## src/design/esd_pkg.sv

```systemverilog
// Shared types and constants for the escape sequence decoder.
// Used by esd_step and escape_sequence_decoder; no dependencies.
package esd_pkg;

	localparam int MAX_STRING_BYTES = 4096;
	localparam int LEN_W = 13;
	localparam int LEN_FIELD_MAX = (1 << LEN_W) - 1;
	localparam logic [LEN_W-1:0] COUNT_LIMIT =
		LEN_W'((MAX_STRING_BYTES < LEN_FIELD_MAX) ? MAX_STRING_BYTES : LEN_FIELD_MAX);

	localparam logic [7:0] CH_BSLASH = 8'h5C;
	localparam logic [7:0] CH_R = 8'h72;
	localparam logic [7:0] CH_N = 8'h6E;
	localparam logic [7:0] CH_T = 8'h74;
	localparam logic [7:0] CH_V = 8'h76;
	localparam logic [7:0] CH_A = 8'h61;
	localparam logic [7:0] CH_X = 8'h78;
	localparam logic [7:0] CH_ZERO = 8'h30;
	localparam logic [7:0] CH_UPPER_A = 8'h41;
	localparam logic [7:0] CH_LOWER_A = 8'h61;

	localparam logic [7:0] CTL_CR = 8'h0D;
	localparam logic [7:0] CTL_LF = 8'h0A;
	localparam logic [7:0] CTL_TAB = 8'h09;
	localparam logic [7:0] CTL_VT = 8'h0B;
	localparam logic [7:0] CTL_BEL = 8'h07;

	typedef enum logic [1:0] {
		ST_OK        = 2'd0,
		ST_BAD_DIGIT = 2'd1,
		ST_UNKNOWN   = 2'd2,
		ST_TRUNCATED = 2'd3
	} status_t;

	typedef enum logic [2:0] {
		PH_NORMAL = 3'd0,
		PH_BSLASH = 3'd1,
		PH_DIG_A  = 3'd2,
		PH_DIG_B  = 3'd3
	} phase_t;

	typedef struct packed {
		phase_t           phase;
		logic [7:0]       value;
		logic             is_hex;
		status_t          err;
		logic             stopped;
		logic [LEN_W-1:0] count;
	} dec_state_t;

	localparam dec_state_t STATE_RESET = '{
		phase:   PH_NORMAL,
		value:   8'd0,
		is_hex:  1'b0,
		err:     ST_OK,
		stopped: 1'b0,
		count:   '0
	};

	typedef struct packed {
		logic [LEN_W-1:0] length;
		status_t          status;
		logic             done;
		logic             byte_valid;
		logic [7:0]       data;
	} dec_result_t;

endpackage

```

## src/design/esd_step.sv

```systemverilog
// One decode step: current state and one request in, next state and result out.
// Pure combinational logic; depends on esd_pkg.
module esd_step (
	input  esd_pkg::dec_state_t  cur,
	input  logic [7:0]           in_byte,
	input  logic                 end_of_string,
	output esd_pkg::dec_state_t  nxt,
	output logic                 res_valid,
	output esd_pkg::dec_result_t res
);
	import esd_pkg::*;

	function automatic logic is_oct(input logic [7:0] c);
		return c inside {[8'h30:8'h37]};
	endfunction

	function automatic logic is_hexd(input logic [7:0] c);
		return c inside {[8'h30:8'h39], [8'h41:8'h46], [8'h61:8'h66]};
	endfunction

	function automatic logic [7:0] hex_val(input logic [7:0] c);
		logic [7:0] v;
		if (c inside {[8'h30:8'h39]}) begin
			v = c - CH_ZERO;
		end else if (c inside {[8'h41:8'h5A]}) begin
			v = c - CH_UPPER_A + 8'd10;
		end else begin
			v = c - CH_LOWER_A + 8'd10;
		end
		return v;
	endfunction

	logic [7:0] digit;
	logic [7:0] hv;
	logic       emit;
	logic [7:0] emit_byte;

	assign digit = in_byte - CH_ZERO;
	assign hv    = hex_val(in_byte);

	always_comb begin
		nxt       = cur;
		emit      = 1'b0;
		emit_byte = 8'd0;
		res_valid = 1'b0;
		res       = '0;
		if (end_of_string) begin
			nxt        = STATE_RESET;
			res_valid  = 1'b1;
			res.done   = 1'b1;
			res.length = cur.count;
			res.status = cur.err;
			if (!cur.stopped && (cur.phase == PH_BSLASH || cur.phase == PH_DIG_A
					|| cur.phase == PH_DIG_B)) begin
				res.status = ST_TRUNCATED;
			end
		end else if (!cur.stopped) begin
			case (cur.phase)
				PH_BSLASH: begin
					nxt.phase = PH_NORMAL;
					case (in_byte)
						CH_BSLASH: begin emit = 1'b1; emit_byte = CH_BSLASH; end
						CH_R:      begin emit = 1'b1; emit_byte = CTL_CR; end
						CH_N:      begin emit = 1'b1; emit_byte = CTL_LF; end
						CH_T:      begin emit = 1'b1; emit_byte = CTL_TAB; end
						CH_V:      begin emit = 1'b1; emit_byte = CTL_VT; end
						CH_A:      begin emit = 1'b1; emit_byte = CTL_BEL; end
						CH_X: begin
							nxt.is_hex = 1'b1;
							nxt.value  = 8'd0;
							nxt.phase  = PH_DIG_A;
						end
						default: begin
							if (is_oct(in_byte)) begin
								nxt.is_hex = 1'b0;
								nxt.value  = {digit[1:0], 6'd0};
								nxt.phase  = PH_DIG_A;
							end else begin
								nxt.err     = ST_UNKNOWN;
								nxt.stopped = 1'b1;
							end
						end
					endcase
				end
				PH_DIG_A: begin
					if (cur.is_hex) begin
						if (!is_hexd(in_byte)) nxt.err = ST_BAD_DIGIT;
						nxt.value = {hv[3:0], 4'd0};
					end else begin
						if (!is_oct(in_byte)) nxt.err = ST_BAD_DIGIT;
						nxt.value = cur.value + {digit[4:0], 3'd0};
					end
					nxt.phase = PH_DIG_B;
				end
				PH_DIG_B: begin
					if (cur.is_hex) begin
						if (!is_hexd(in_byte)) nxt.err = ST_BAD_DIGIT;
						emit_byte = cur.value + hv;
					end else begin
						if (!is_oct(in_byte)) nxt.err = ST_BAD_DIGIT;
						emit_byte = cur.value + digit;
					end
					nxt.value = emit_byte;
					nxt.phase = PH_NORMAL;
					emit      = 1'b1;
				end
				default: begin
					nxt.phase = PH_NORMAL;
					if (in_byte == CH_BSLASH) begin
						nxt.phase = PH_BSLASH;
					end else begin
						emit      = 1'b1;
						emit_byte = in_byte;
					end
				end
			endcase
			if (emit) begin
				res_valid      = 1'b1;
				res.byte_valid = 1'b1;
				res.data       = emit_byte;
				if (cur.count < COUNT_LIMIT) begin
					nxt.count = cur.count + 1'b1;
				end
			end
		end
	end

endmodule

```

## src/design/escape_sequence_decoder.sv

```systemverilog
// Top level of the C-style escape sequence decoder.
// Instantiates esd_step; depends on esd_pkg.
//
// Usage:
//   Input stream s_*: one raw string byte per request in s_tdata; s_tlast high
//   marks the end item, whose s_tdata is ignored.
//   Output stream m_*: zero or one result per request. A decoded byte comes with
//   m_tuser high. The answer to the end item comes with m_tlast high, carrying
//   the status and the decoded length (saturating at the count limit); the
//   decoder state is then cleared for the next string.
//   Bytes that open or continue an escape, and bytes after an unknown escape,
//   give no result.
// Pipeline: the input register loads at the accepting edge; the result register
//   loads when that request advances, which a full output stage can hold off.
// Throughput: one request per cycle when not stalled; the decode state updates in one step.
// Reset: arst_n clears the decode state and both stage valids.
// Stall: while m_tready is low the result register holds and the input
//   register fills once more, then s_tready drops until the output drains.
module escape_sequence_decoder (
	input  logic        clk,
	input  logic        arst_n,
	input  logic        s_tvalid,
	output logic        s_tready,
	input  logic [7:0]  s_tdata,   // [7:0] in_byte
	input  logic        s_tlast,   // end_of_string
	output logic        m_tvalid,
	input  logic        m_tready,
	output logic [23:0] m_tdata,   // [7:0] out_byte, [9:8] status, [22:10] out_length, [23] 0
	output logic        m_tuser,   // byte_valid
	output logic        m_tlast    // done_res
);
	import esd_pkg::*;

	logic        valid_s1;
	logic [7:0]  byte_s1;
	logic        eos_s1;
	dec_state_t  state_q;
	dec_state_t  state_nxt;
	logic        res_valid;
	dec_result_t res;
	dec_result_t res_q;
	logic        out_free;
	logic        advance;

	assign out_free = !m_tvalid || m_tready;
	assign advance  = valid_s1 && out_free;
	assign s_tready = !valid_s1 || out_free;

	always_ff @(posedge clk or negedge arst_n) begin
		if (!arst_n) begin
			valid_s1 <= 1'b0;
		end else if (s_tready) begin
			valid_s1 <= s_tvalid;
		end
	end

	always_ff @(posedge clk) begin
		if (s_tvalid && s_tready) begin
			byte_s1 <= s_tdata;
			eos_s1  <= s_tlast;
		end
	end

	esd_step u_step (
		.cur           (state_q),
		.in_byte       (byte_s1),
		.end_of_string (eos_s1),
		.nxt           (state_nxt),
		.res_valid     (res_valid),
		.res           (res)
	);

	always_ff @(posedge clk or negedge arst_n) begin
		if (!arst_n) begin
			state_q  <= STATE_RESET;
			m_tvalid <= 1'b0;
		end else begin
			if (advance) begin
				state_q <= state_nxt;
			end
			if (out_free) begin
				m_tvalid <= advance && res_valid;
			end
		end
	end

	always_ff @(posedge clk) begin
		if (advance && res_valid) begin
			res_q <= res;
		end
	end

	assign m_tdata = {1'b0, res_q.length, res_q.status, res_q.data};
	assign m_tuser = res_q.byte_valid;
	assign m_tlast = res_q.done;

	a_byte_not_done: assert property (@(posedge clk) disable iff (!arst_n)
		m_tvalid |-> (m_tuser != m_tlast))
		else $error("result is neither a byte nor a done report");

	a_len_limit: assert property (@(posedge clk) disable iff (!arst_n)
		m_tvalid && m_tlast |-> (m_tdata[22:10] <= COUNT_LIMIT))
		else $error("reported length beyond limit");

	a_end_clears: assert property (@(posedge clk) disable iff (!arst_n)
		advance && eos_s1 |=> (state_q == STATE_RESET))
		else $error("state not cleared after end item");

	a_stop_phase: assert property (@(posedge clk) disable iff (!arst_n)
		state_q.stopped |-> (state_q.phase == PH_NORMAL && state_q.err == ST_UNKNOWN))
		else $error("stopped decoder inside an escape");

endmodule
```

## config.mk

```make
export PLATFORM = sky130hd
export DESIGN_NAME = escape_sequence_decoder
export DESIGN_NICKNAME = d
export VERILOG_FILES = /design/src/design/esd_pkg.sv /design/src/design/esd_step.sv /design/src/design/escape_sequence_decoder.sv
export SDC_FILE = /design/constraint.sdc
export NUM_CORES = 1
export LEC_CHECK = 0
export ABC_CLOCK_PERIOD_IN_PS = 4000
export BUFFER_PORTS_ARGS = -buffer_cell sky130_fd_sc_hd__buf_2
export CORE_MARGIN = 2
export CORE_UTILIZATION = 45
export DETAILED_ROUTE_END_ITERATION = 10
export PLACE_DENSITY_LB_ADDON = 0.1
export SYNTH_ARGS = -nofsm -noshare
export SYNTH_HDL_FRONTEND = slang
export SYNTH_HIERARCHICAL = 1
export SYNTH_SLANG_ARGS = --single-unit
```

## constraint.sdc

```tcl
create_clock -name clk -period 4 [get_ports clk]
set_clock_uncertainty 0.2 [all_clocks]
set_input_delay 0.8 -clock clk [delete_from_list [all_inputs] [get_ports clk]]
set_output_delay 0.8 -clock clk [all_outputs]
set_load 0.005 [all_outputs]
```

== Yosys cells after proc, flatten, opt, wreduce, memory -nomap -nowiden ==
Cells that the tools add are included.
Widths: inputs -> output; s select.

* Add/subtract/negate cells: 9
* Order comparisons: 9
* Equality and inequality tests: 18
* Multiplexer cells: 35
* Bitwise operators: 1
* Reductions and logical operators: 33

{| class="wikitable"
|+ Operators by type and width
! cell !! count
|-
| $eq 8x7->1 const B || 7
|-
| $mux 28 || 2
|-
| $pmux 8 s3 || 2
|-
| $pmux 7 s6 || 1
|-
| $mux 8 || 5
|-
| $mux 13 || 2
|-
| $add 8x8->8 || 3
|-
| $le 8x7->1 const B || 3
|-
| $pmux 12 s2 || 1
|-
| $add 8x4->8 const B || 2
|-
| $ge 8x7->1 const B || 2
|-
| $le 8x6->1 const B || 2
|-
| $sub 8x7->8 const B || 2
|-
| $add 13x1->13 const B || 1
|-
| $lt 13x13->1 const B || 1
|-
| $ne 4x4->1 const B || 3
|-
| $mux 1 || 11
|-
| $mux 11 || 1
|-
| $reduce_and 5->1 || 2
|-
| $logic_and 1x1->1 || 9
|-
| $mux 9 || 1
|-
| $ne 3x3->1 const B || 3
|-
| $pmux 3 s3 || 1
|-
| $reduce_bool 3->1 || 3
|-
| 22 further kinds || 35
|}

* Bits in registers: 64
* Bits of input ports: 13
* Output and inout port bits: 28

== Logic depth before layout (Yosys ltp) ==
Gate-level depths: netlist of run 1.

* Depth in word-level cells: 10
* Depth in mapped cells: 19

== By module ==
The synthesis of run 1 kept the hierarchy.

{| class="wikitable"
|+ By module, submodules not included
! module !! instances !! cells an instance !! area each (µm²)
|-
| esd_step || 1 || 363 || 2,312.2
|-
| escape_sequence_decoder || 1 || 105 || 2,274.7
|}

== Least setup slack after synthesis of run 1 ==
No wires, ideal clock.

* Path kind: reg-to-reg
* Start: reg byte_s1[1]
* End: reg state_q[24] (netlist name)
* Setup time: 65 ps
* Arrival time: 3,679 ps
* Data required time: 3,735 ps
* Slack: 56 ps
* Cell stages (with the launch flop): 18
* Period minus slack after synthesis: 3,944 ps
* Path through: edfxtp_1 > inv_1 > ha_1 > a21o_1 > a31oi_1 > and3_1 > clkbuf_1 > nand2_1 > xnor2_1 > ha_1 > a211oi_1 > a21oi_1 > o41ai_2 > xnor2_1 > or3_1 > o32a_1 > o41ai_1 > mux2_2

{| class="wikitable"
|+ RTL lines
! item !! line !! text
|-
| start, declared || escape_sequence_decoder.sv:35 || <nowiki>logic [7:0] byte_s1;</nowiki>
|-
| start signal, assigned || escape_sequence_decoder.sv:59 || <nowiki>byte_s1 <= s_tdata;</nowiki>
|-
| end signal, assigned || escape_sequence_decoder.sv:79 || <nowiki>state_q <= state_nxt;</nowiki>
|-
| end, declared || escape_sequence_decoder.sv:37 || <nowiki>dec_state_t state_q;</nowiki>
|}

==> qor.txt, run 1 <==
Worst-path clk slew -> 0.07 ns
Crit Path Max Fanout -> 4
Total GRT Usage -> 0.2044
H-tree lvl count -> 3
Dominant cell type by area after synthesis -> edfxtp_1
Critical path data arrival time -> 3.91 ns
Vias after detailed routing -> 3,678
Mapped Nets -> 505
Initial core utilization -> 0.4671
Initial antenna violation count -> 0
Overall power -> 1.538 mW
Fraction of layout instances using a drive strength above 1 -> 0.2693
Num CTS Buffers -> 9
Largest net degree at the start of global routing -> 38
Setup violators final -> 0
IO Port Bufs -> 39
Clk Latency, worst-skew pair -> 0.34 ns
Core ar. -> 0.009819 sq mm
Slew Viols, Final -> 0
Die area -> 0.01102 sq mm
Number of synthesized flops with an enable pin -> 34
Die H -> 105.0 um
Synth Cell Area -> 0.004587 sq mm
CTS root buf -> clkbuf_8
Std cell rows -> 36
Final net count -> 563
Sequential fraction of the synthesis area -> 0.3863
Ys flop type -> edfxtp_1
CP Launch Type -> flop
Vias per cell -> 5.539
Hold buffer count at CTS -> 0
CP required -> 4.08 ns
VDD IR max -> 0.0002148 V
Total grt overflow -> 0
Top Ports -> 41
Starting DRC count in detailed routing -> 293
Final hold violations -> 0
Crit. End Element -> flop
Area delta synth->final -> 15.22%
Fin crit period -> 3.836 ns
Layout Cells excl Fill -> 664
Most frequent cells after synthesis -> nor2_1, edfxtp_1, nand2_1
Syn_area_per_cell -> 9.801 sq um
Synth top area cells -> edfxtp_1, dfrtp_1, mux2_4
Hold/Removal Path Class -> in -> async
Pwr dens -> 291.0 mW/mm^2
Outcome -> finished clean
Fillers -> 956
Synth Instances -> 468
Total of max-cap violations -> 0
Async SR Flop Fraction -> 0.4688
Global-route wire length before repair -> 17,950 um
Vias in the first global route -> 3,537
WS Path Type -> reg -> reg
Final WL -> 11,240 um
Post-synth top area share -> 0.2226
Cell with the most instances after synthesis -> nor2_1
Pre-Repair DR Iteration Count -> 5
Max-slew headroom -> 0.5335
Period utilisation layout -> 0.9589
Max Clk Rate -> 260.7 MHz
Diodes inserted -> 0
Routability cong. -> 0.9340
Die X-Extent -> 105.0 um
WL/cell -> 16.92 um
Post-DP HPWL -> 8385 um
Yosys warns -> 6
Flip-flop and latch count after synthesis -> 64
Clock buffer depth -> 2
CTS tree -> yes
Placed cells -> 644
Leak -> 2.188 nW
TritonCTS sink count -> 64
Yosys cell types -> 71
Post-DRT Antenna Nets -> 0
Worst-margin pin slew -> 0.6972 ns
DRC Markers -> 0
## metal layers
layer | vias to the layer above | wire (um) | global-route usage
met5 | - | 0 | 0
met4 | 0 | 113 | 0.05429
met3 | 7 | 579 | 0.03493
met2 | 114 | 5130 | 0.3214
met1 | 1745 | 5414 | 0.2911
li1 | 1812 | - | -
## report_power, final
| group | switching, mW | internal [mW] |
|---|---|---|
| combinational | 0.160 | 0.119 |
| clock | 0.260 | 0.227 |
| sequential | 0.0317 | 0.741 |
## layout by cell type (no fill, tap or decap), drive strengths merged, types with 5 or more instances in the layout
cell type  netlist  layout
nand3           14      14
inv             17      18
o21ai           19      19
nand2           34      34
a31oi           10      10
edfxtp          34      34
xor2             9       9
a21oi           29      29
nand2b          10      10
clkbuf          13      10
or2              6       6
nor2b            5       5
and2            15      15
xnor2           20      20
mux2            28      28
nor4             7       7
buf              8      68
dfrtp           30      30
or3              8       8
nor2            52      52
ha              22      22
nor3            16      16
## area by class of cell
type,instances,area (sq um),share of cell area
inverters,17,63.81,0.01207
well taps,133,166.4,0.03149
clock inverters,6,45.04,0.008523
clock buffers,10,127.6,0.02415
multi-input cells,366,2698,0.5104
flip-flops and latches,64,1772,0.3352
repair buffers,68,412.9,0.07812
## registers in the layout, summed over array words and instances (netlist names)
name and cells:
m_tdata 23, valid_s1 1, m_tlast 1, byte_s1 8, m_tuser 1, state_q 28
eos_s1 1, m_tvalid 1
## final timing paths
path	end	depth (start not counted)	slack, ns	startpoint
min in group clk	state_q[14]	1	0.35	state_q[14]
max in group asynchronous	state_q[26]	1	2.84	arst_n
worst min-delay path	state_q[9]	1	0.30	arst_n
worst max-delay path	state_q[24]	16	0.16	byte_s1[0]
worst max register to register	state_q[24]	16	0.16	byte_s1[0]
worst min register to register	state_q[14]	1	0.35	state_q[14]
## what timing repair did
action / in CTS / in global routing
setup endpoints to repair: 0 / 5
setup buffers: 0 / 4
gates resized for setup: 0 / 18
## logic make-up (layout without fill, tap and decap cells)
logic type	count (synthesis)	count (layout)	synth area share
other	1	1	0.0008175
adders and majority gates	24	24	0.06874
muxes	31	31	0.09165
xor gates and xnor gates	29	29	0.05538
buffers and inverters	38	101	0.04364
and+or+nand+nor	188	188	0.2229
AOI/OAI and AO/OA	93	93	0.1307
DFF	64	64	0.3863
## critical path, cell delays in order (launching register included)
cell and delay, ns:
edfxtp_1 0.43, ha_1 0.25, a21o_1 0.22, a31oi_4 0.22, and3_4 0.22, buf_4 0.12, nand2_1 0.06, xnor2_1 0.20
ha_1 0.28, o21ai_0 0.09, a21oi_1 0.10, o41ai_2 0.38, xnor2_1 0.12, or3_1 0.32, o32a_1 0.29, o41ai_1 0.06
mux2_2 0.20
## per-stage QoR
stage                     hold slack [ns]    util  setup TNS [ns]  setup slack, ns  cell area [sq um]
after floorplan                    0.3033       -               0          0.05613               4587
after global placement             0.3239  0.5094               0           0.1373               5002
after detailed placement           0.3242  0.5094               0           0.1208               5002
after CTS                          0.3207  0.5270               0          0.09164               5175
after global routing               0.3556  0.5382        -0.01007         -0.01007               5285
final                              0.3005  0.5382               0           0.1644               5285
No activity file was read; power rests on OpenSTA's default activity.
==> run 2: changes to the inputs <==
--- a/config.mk
+++ b/config.mk
@@ -5,7 +5,7 @@
 export SDC_FILE = /design/constraint.sdc
 export NUM_CORES = 1
 export LEC_CHECK = 0
-export ABC_CLOCK_PERIOD_IN_PS = 4000
+export ABC_CLOCK_PERIOD_IN_PS = 5000
 export BUFFER_PORTS_ARGS = -buffer_cell sky130_fd_sc_hd__buf_2
 export CORE_MARGIN = 2
 export CORE_UTILIZATION = 45
==> constraint.sdc (replaced) <==
create_clock -name clk -period 5 [get_ports clk]
set_clock_uncertainty 0.2 [all_clocks]
set_input_delay 1 -clock clk [delete_from_list [all_inputs] [get_ports clk]]
set_output_delay 1 -clock clk [all_outputs]
set_load 0.005 [all_outputs]
==> run 2 against run 1 <==
Sequential share of layout area increased by 1.8 points. Global-route usage fell by 0.29 points. Final area is 5.1% lower. Power fell by 21%. Fmax shrank 13%. Critical path depth stayed put. Wire length down 4.3%. Clock power is 18% lower. Register-to-register slack better by 0.44 ns. Worst setup slack better by 0.44 ns. Via count decreased by 2.0%. Critical path type unchanged.
==> qor.txt, run 2 (same netlist as run 1, synthesis figures left out) <==
Max reg flops -> 28 (unchanged)
Worst-margin pin slew -> 0.7371 ns (+0.03991 ns)
CTS root buf -> clkbuf_8
Period utilisation layout -> 0.8798 (-0.07912)
Commonest non-fill, non-tap cell in the layout -> nor2_1
TritonCTS sink count -> 64 (unchanged)
Fin crit period -> 4.399 ns (+0.5633 ns)
Max-slew headroom -> 0.5068 (-0.02671)
Clock buffer depth -> 2 (unchanged)
Die area -> 0.01102 sq mm (unchanged)
Vias after detailed routing -> 3,606 (-2.0%)
Top Ports -> 41 (unchanged)
Initial antenna violation count -> 0 (unchanged)
Global-route wire length before repair -> 17,850 um (-0.53%)
Reg with most FFs -> state_q
# resized after CTS -> 0 (unchanged)
Largest net degree at the start of global routing -> 38 (unchanged)
CP required -> 5.08 ns (+1.00 ns)
Layout Cells excl Fill -> 638 (-3.9%)
Post-DRT Antenna Nets -> 0 (unchanged)
Post-CTS setup buffers -> 0 (unchanged)
Pre-Repair DR Iteration Count -> 4 (-1)
Post-DP HPWL -> 7794 um (-7.0%)
Diodes inserted -> 0 (unchanged)
Crit Path Max Fanout -> 11 (+7)
Die H -> 105.0 um (unchanged)
Final hold violations -> 0 (unchanged)
Total GRT Usage -> 0.2016 (-0.002856)
Starting DRC count in detailed routing -> 244 (-17%)
Commonest cells after routing, fill and taps aside -> nor2_1, buf_2, edfxtp_1
Final instance area -> 0.005014 sq mm (-5.1%)
Hold/Removal Path Class -> reg -> reg
Outcome -> finished clean
RSZ-0062 raised after global routing -> no
Crit. End Element -> flop
H-tree lvl count -> 3 (unchanged)
CTS tree -> yes
WL/cell -> 16.86 um (-0.38%)
Biggest registers after layout -> state_q: 28 flops, m_tdata: 23 flops, byte_s1: 8 flops
Worst-path clk slew -> 0.07 ns (about the same)
Std cell rows -> 36 (unchanged)
R2r setup slk -> 0.60 ns (+0.44 ns)
Pwr dens -> 243.4 mW/mm^2 (-16%)
Total grt overflow -> 0 (unchanged)
Slew Viols, Final -> 0 (unchanged)
Final WL -> 10,760 um (-4.3%)
Placed cells -> 622 (-3.4%)
Total Negative Setup Slacks -> 0 ns (unchanged)
Num CTS Buffers -> 9 (unchanged)
Area delta synth->final -> 9.302%
CP Launch Type -> flop
Fraction of layout instances using a drive strength above 1 -> 0.2040 (-0.06534)
Max Clk Rate -> 227.3 MHz (-13%)
Post-DP Area -> 0.004837 sq mm (-3.3%)
Routability cong. -> 0.9124 (-2.3%)
VDD IR max -> 0.0001716 V (-20%)
Overall power -> 1.220 mW (-21%)
Leak -> 2.065 nW (-5.6%)
Vias in the first global route -> 3,471 (-1.9%)
Setup violators final -> 0 (unchanged)
Final net count -> 537 (-4.6%)
IO Port Bufs -> 39 (unchanged)
Vias per cell -> 5.652 (+2.0%)
Initial core utilization -> 0.4671 (unchanged)
Die X-Extent -> 105.0 um (unchanged)
Total of max-cap violations -> 0 (unchanged)
WS Path Type -> reg -> reg
DRC Markers -> 0 (unchanged)
Core ar. -> 0.009819 sq mm (unchanged)
Clk Latency, worst-skew pair -> 0.34 ns (about the same)
Critical path data arrival time -> 4.48 ns (+0.57 ns)
Hold buffer count at CTS -> 0 (unchanged)
Fin util -> 0.5106 (-0.02765)
[run 2: cell types whose count changed in the layout (fill, tap and decap cells not counted), moves of 2 or more]
cell | before | now
clkinvlp_4 | 3 | 1
o21ai_0 | 17 | 19
ha_1 | 19 | 22
ha_4 | 2 | 0
clkbuf_8 | 9 | 11
buf_4 | 29 | 3
[run 2: layout make-up]
cell class,count,area [sq um]
clock inverter,3,17.52
clock buffer,13,158.9
tap,133,166.4
sequential,64,1772
multi-input combinational,366,2618
timing repair buffer,42,217.7
inverter,17,63.81
fill,958,4806
[run 2: final timing paths]
kind	startpoint	end	cells after the start
max reg2reg	byte_s1[1]	state_q[24]	16
min in group asynchronous	arst_n	state_q[7]	1
max in group asynchronous	arst_n	state_q[16]	1
min	state_q[15]	state_q[15]	1
max	byte_s1[1]	state_q[24]	16
min reg2reg	state_q[15]	state_q[15]	1
[run 2: layer usage]
metal  global-route usage  vias to the layer above  wire length (um)
met3              0.04117                       18               520
li1                     -                     1754                 -
met5                    0                        -                 0
met2               0.2992                      100              4661
met4              0.06000                        0               208
met1               0.2954                     1734              5365
[run 2: power breakdown]
part | switching (mW) | internal [mW] | leakage [nW]
sequential | 0.0362 | 0.593 | 0.746
clock | 0.195 | 0.206 | 0.0894
combinational | 0.111 | 0.0799 | 1.23
[run 2: through the flow]
stage | setup WS, ns | hold WS, ns
after floorplan | 1.056 | 0.3033
after global placement | 0.7739 | 0.3251
after detailed placement | 0.6471 | 0.3328
after CTS | 0.6308 | 0.3493
after global routing | 0.3249 | 0.3750
final | 0.6011 | 0.3445
[run 2: critical path, cell delays in order (launching register included)]
cell      delay (ns)
edfxtp_1        0.59
inv_1           0.14
ha_1            0.27
a21o_1          0.20
a31oi_1         0.23
and3_1          0.33
nand2_1         0.10
xnor2_1         0.24
ha_1            0.32
a211oi_1        0.22
a21oi_1         0.13
o41ai_2         0.32
xnor2_1         0.16
or3_1           0.32
o32a_1          0.29
o41ai_1         0.06
mux2_2          0.21
==> run 3: changes to the inputs <==
--- a/config.mk
+++ b/config.mk
@@ -5,6 +5,7 @@
 export SDC_FILE = /design/constraint.sdc
 export NUM_CORES = 1
 export LEC_CHECK = 0
+export ABC_AREA = 1
 export ABC_CLOCK_PERIOD_IN_PS = 5000
 export BUFFER_PORTS_ARGS = -buffer_cell sky130_fd_sc_hd__buf_2
 export CORE_MARGIN = 2
==> run 3 against run 2 <==
Wire length rose by 22%. Via count up 25%. Power increased by 6.3%. Utilization fell by 0.56 points.
==> qor.txt, run 3 <==
Total of max-cap violations -> 0 (unchanged)
Dominant cell type by area after synthesis -> edfxtp_1
Slew Viols, Final -> 0 (unchanged)
Die area -> 0.01139 sq mm (+3.4%)
VDD IR max -> 0.0001593 V (-7.2%)
Global-route wire length before repair -> 21,740 um (+22%)
Clock buffer depth -> 2 (unchanged)
Ys flop type -> edfxtp_1
Total grt overflow -> 0 (unchanged)
RSZ-0062 raised after global routing -> no
Crit. End Element -> flop
Compound-Gate Fraction of Synth Area -> 0.1265 (-0.004178)
CP peak stage delay -> 0.54 ns (-0.05 ns)
Mux share of post-synthesis cell area -> 0 (-0.09165)
Clk Latency, worst-skew pair -> 0.35 ns (about the same)
Yosys warns -> 6 (unchanged)
Vias per cell -> 5.367 (-5.0%)
Outcome -> finished clean
CTS tree -> yes
Biggest registers after layout -> state_q: 28 flops, m_tdata: 23 flops, byte_s1: 8 flops
IO Port Bufs -> 39 (unchanged)
Final hold violations -> 0 (unchanged)
Fin crit period -> 4.116 ns (-0.2831 ns)
Commonest cells after routing, fill and taps aside -> nand2_1, inv_1, nand3_1
Crit Path Max Fanout -> 8 (-3)
Largest net degree at the start of global routing -> 34 (-11%)
Sequential fraction of the synthesis area -> 0.3731 (-0.01313)
Main combinational cell family by area after synthesis -> simple AND/OR/NAND/NOR gates
Hold buffer count at CTS -> 0 (unchanged)
CP max stage cell -> edfxtp_1
Cell with the most instances after synthesis -> nand2_1
Initial antenna violation count -> 0 (unchanged)
Mapped Nets -> 707 (+40%)
Top delay family on crit path -> simple AND/OR/NAND/NOR gates
Worst Path Buf+Inv -> 5 (+4)
CTS root buf -> clkbuf_8
Pwr dens -> 250.0 mW/mm^2 (+2.7%)
Fillers -> 1,074 (+12%)
Worst-path clk slew -> 0.08 ns (about the same)
Post-Synth Simple-Gate Area -> 0.3128 (+0.08992)
Max reg flops -> 28 (unchanged)
Worst hold margin -> 0.3293 ns (-0.01521 ns)
Syn_area_per_cell -> 7.087 sq um (-28%)
Die H -> 106.7 um (+1.7%)
Adder-Cell Fraction of Synth Area -> 0.06640 (-0.002337)
Fin worst setup slack -> 0.8842 ns (+0.2831 ns)
Most frequent cells after synthesis -> nand2_1, inv_1, nand3_1
Area of the multi-input gates -> 0.002521 sq mm (-3.7%)
Hold/Removal Path Class -> reg -> reg
Final net count -> 737 (+37%)
WS Path Type -> reg -> reg
Post-DP HPWL -> 9647 um (+24%)
Commonest non-fill, non-tap cell in the layout -> nand2_1
Synth Instances -> 670 (+43%)
TritonCTS sink count -> 64 (unchanged)
Top Ports -> 41 (unchanged)
Final WL -> 13,110 um (+22%)
Post-DRT Antenna Nets -> 0 (unchanged)
Vias in the first global route -> 4,259 (+23%)
Setup violators final -> 0 (unchanged)
Max Clk Rate -> 243.0 MHz (+6.9%)
Total Negative Setup Slacks -> 0 ns (unchanged)
Pre-Repair DR Iteration Count -> 5 (+1)
Reg with most FFs -> state_q
Synth top area cells -> edfxtp_1, dfrtp_1, nand2_1
# resized after CTS -> 0 (unchanged)
Fraction of layout instances using a drive strength above 1 -> 0.1035 (-0.1004)
Period utilisation layout -> 0.8232 (-0.05663)
Leak -> 2.605 nW (+26%)
DRC Markers -> 0 (unchanged)
XOR/XNOR share of the synthesized area -> 0.02398 (-0.03139)
Async SR Flop Fraction -> 0.4688 (unchanged)
Die X-Extent -> 106.7 um (+1.7%)
H-tree lvl count -> 3 (unchanged)
Flip-flop and latch count after synthesis -> 64 (unchanged)
Std cell rows -> 37 (+2.8%)
Starting DRC count in detailed routing -> 455 (+86%)
Synth Cell Area -> 0.004748 sq mm (+3.5%)
Post-Place Worst Slack -> 0.9879 ns (+0.3408 ns)
Critical path data arrival time -> 4.17 ns (-0.31 ns)
CP most frequent cell -> nand2_1
Vias after detailed routing -> 4,514 (+25%)
Num CTS Buffers -> 9 (unchanged)
Initial core utilization -> 0.4620 (-0.005109)
Diodes inserted -> 0 (unchanged)
Yosys cell types -> 40 (-44%)
Max-slew headroom -> 0.2351 (-0.2717)
CP Launch Type -> flop
Register Area -> 0.001772 sq mm (unchanged)
Post-synth top area share -> 0.2150 (-0.007566)
Post-CTS setup buffers -> 0 (unchanged)
WL/cell -> 15.59 um (-7.5%)
Core ar. -> 0.01028 sq mm (+4.7%)
Routability cong. -> 0.9543 (+4.6%)
Number of synthesized flops with an enable pin -> 34 (unchanged)
Area delta synth->final -> 9.302% (about the same)
Worst-margin pin slew -> 1.147 ns (+0.4102 ns)
Total GRT Usage -> 0.2441 (+0.04257)
CP required -> 5.05 ns (-0.03 ns)
[run 3: per-stage QoR]
step,utilization,instance area (sq um),total power [mW],cells
after global routing,0.5050,5190,1.372,841
after global placement,0.4883,5019,0.8940,825
after detailed placement,0.4883,5019,0.8989,825
after floorplan,-,4748,0.8150,670
final,0.5050,5190,1.297,841
after CTS,0.5050,5190,1.304,841
[run 3: path summary, 6_finish.rpt]
kind | slack, ns | startpoint | end | cells after the start
setup / recovery | 0.88 | byte_s1[0] | state_q[23] | 26
hold / removal | 0.33 | state_q[25] | state_q[25] | 2
setup reg to reg | 0.88 | byte_s1[0] | state_q[23] | 26
hold reg to reg | 0.33 | state_q[25] | state_q[25] | 2
max in group asynchronous | 3.64 | arst_n | state_q[1] | 1
min in group asynchronous | 0.49 | arst_n | state_q[5] | 1
[run 3: layer usage]
layer  part of all wire  GRT usage  vias up
li1                   -          -     2252
met1               0.50     0.3656     2095
met2               0.43     0.3617      153
met3              0.061    0.04559       14
met4              0.011    0.06401        0
met5                  0          0        -
[run 3: kinds of logic (layout without fill, tap and decap cells)]
logic type,Yosys count,count (layout)
AO/OA/AOI/OAI,107,107
XOR/XNOR,13,13
adder cells (fa/ha/maj),24,24
buffers and inverters,111,146
flip-flops,64,64
other,1,1
AND/OR/NAND/NOR,350,350
[run 3: area by class of cell]
cell class,count,area share
clock buffers,9,0.02387
repair buffers,44,0.04484
flip-flops and latches,64,0.3414
well taps,136,0.03279
clock inverters,7,0.009161
multi-input cells,495,0.4858
inverters,86,0.06220
[run 3: power breakdown]
group          switching (mW)  internal [mW]
Sequential             0.0456          0.603
Combinational           0.161         0.0790
Clock                   0.229          0.180
Total                   0.435          0.862
[run 3: worst min-delay path, cell delays in order (launching register included)]
cell and delay, ns:
dfrtp_1 0.37, nand2_1 0.07, nand2_1 0.06
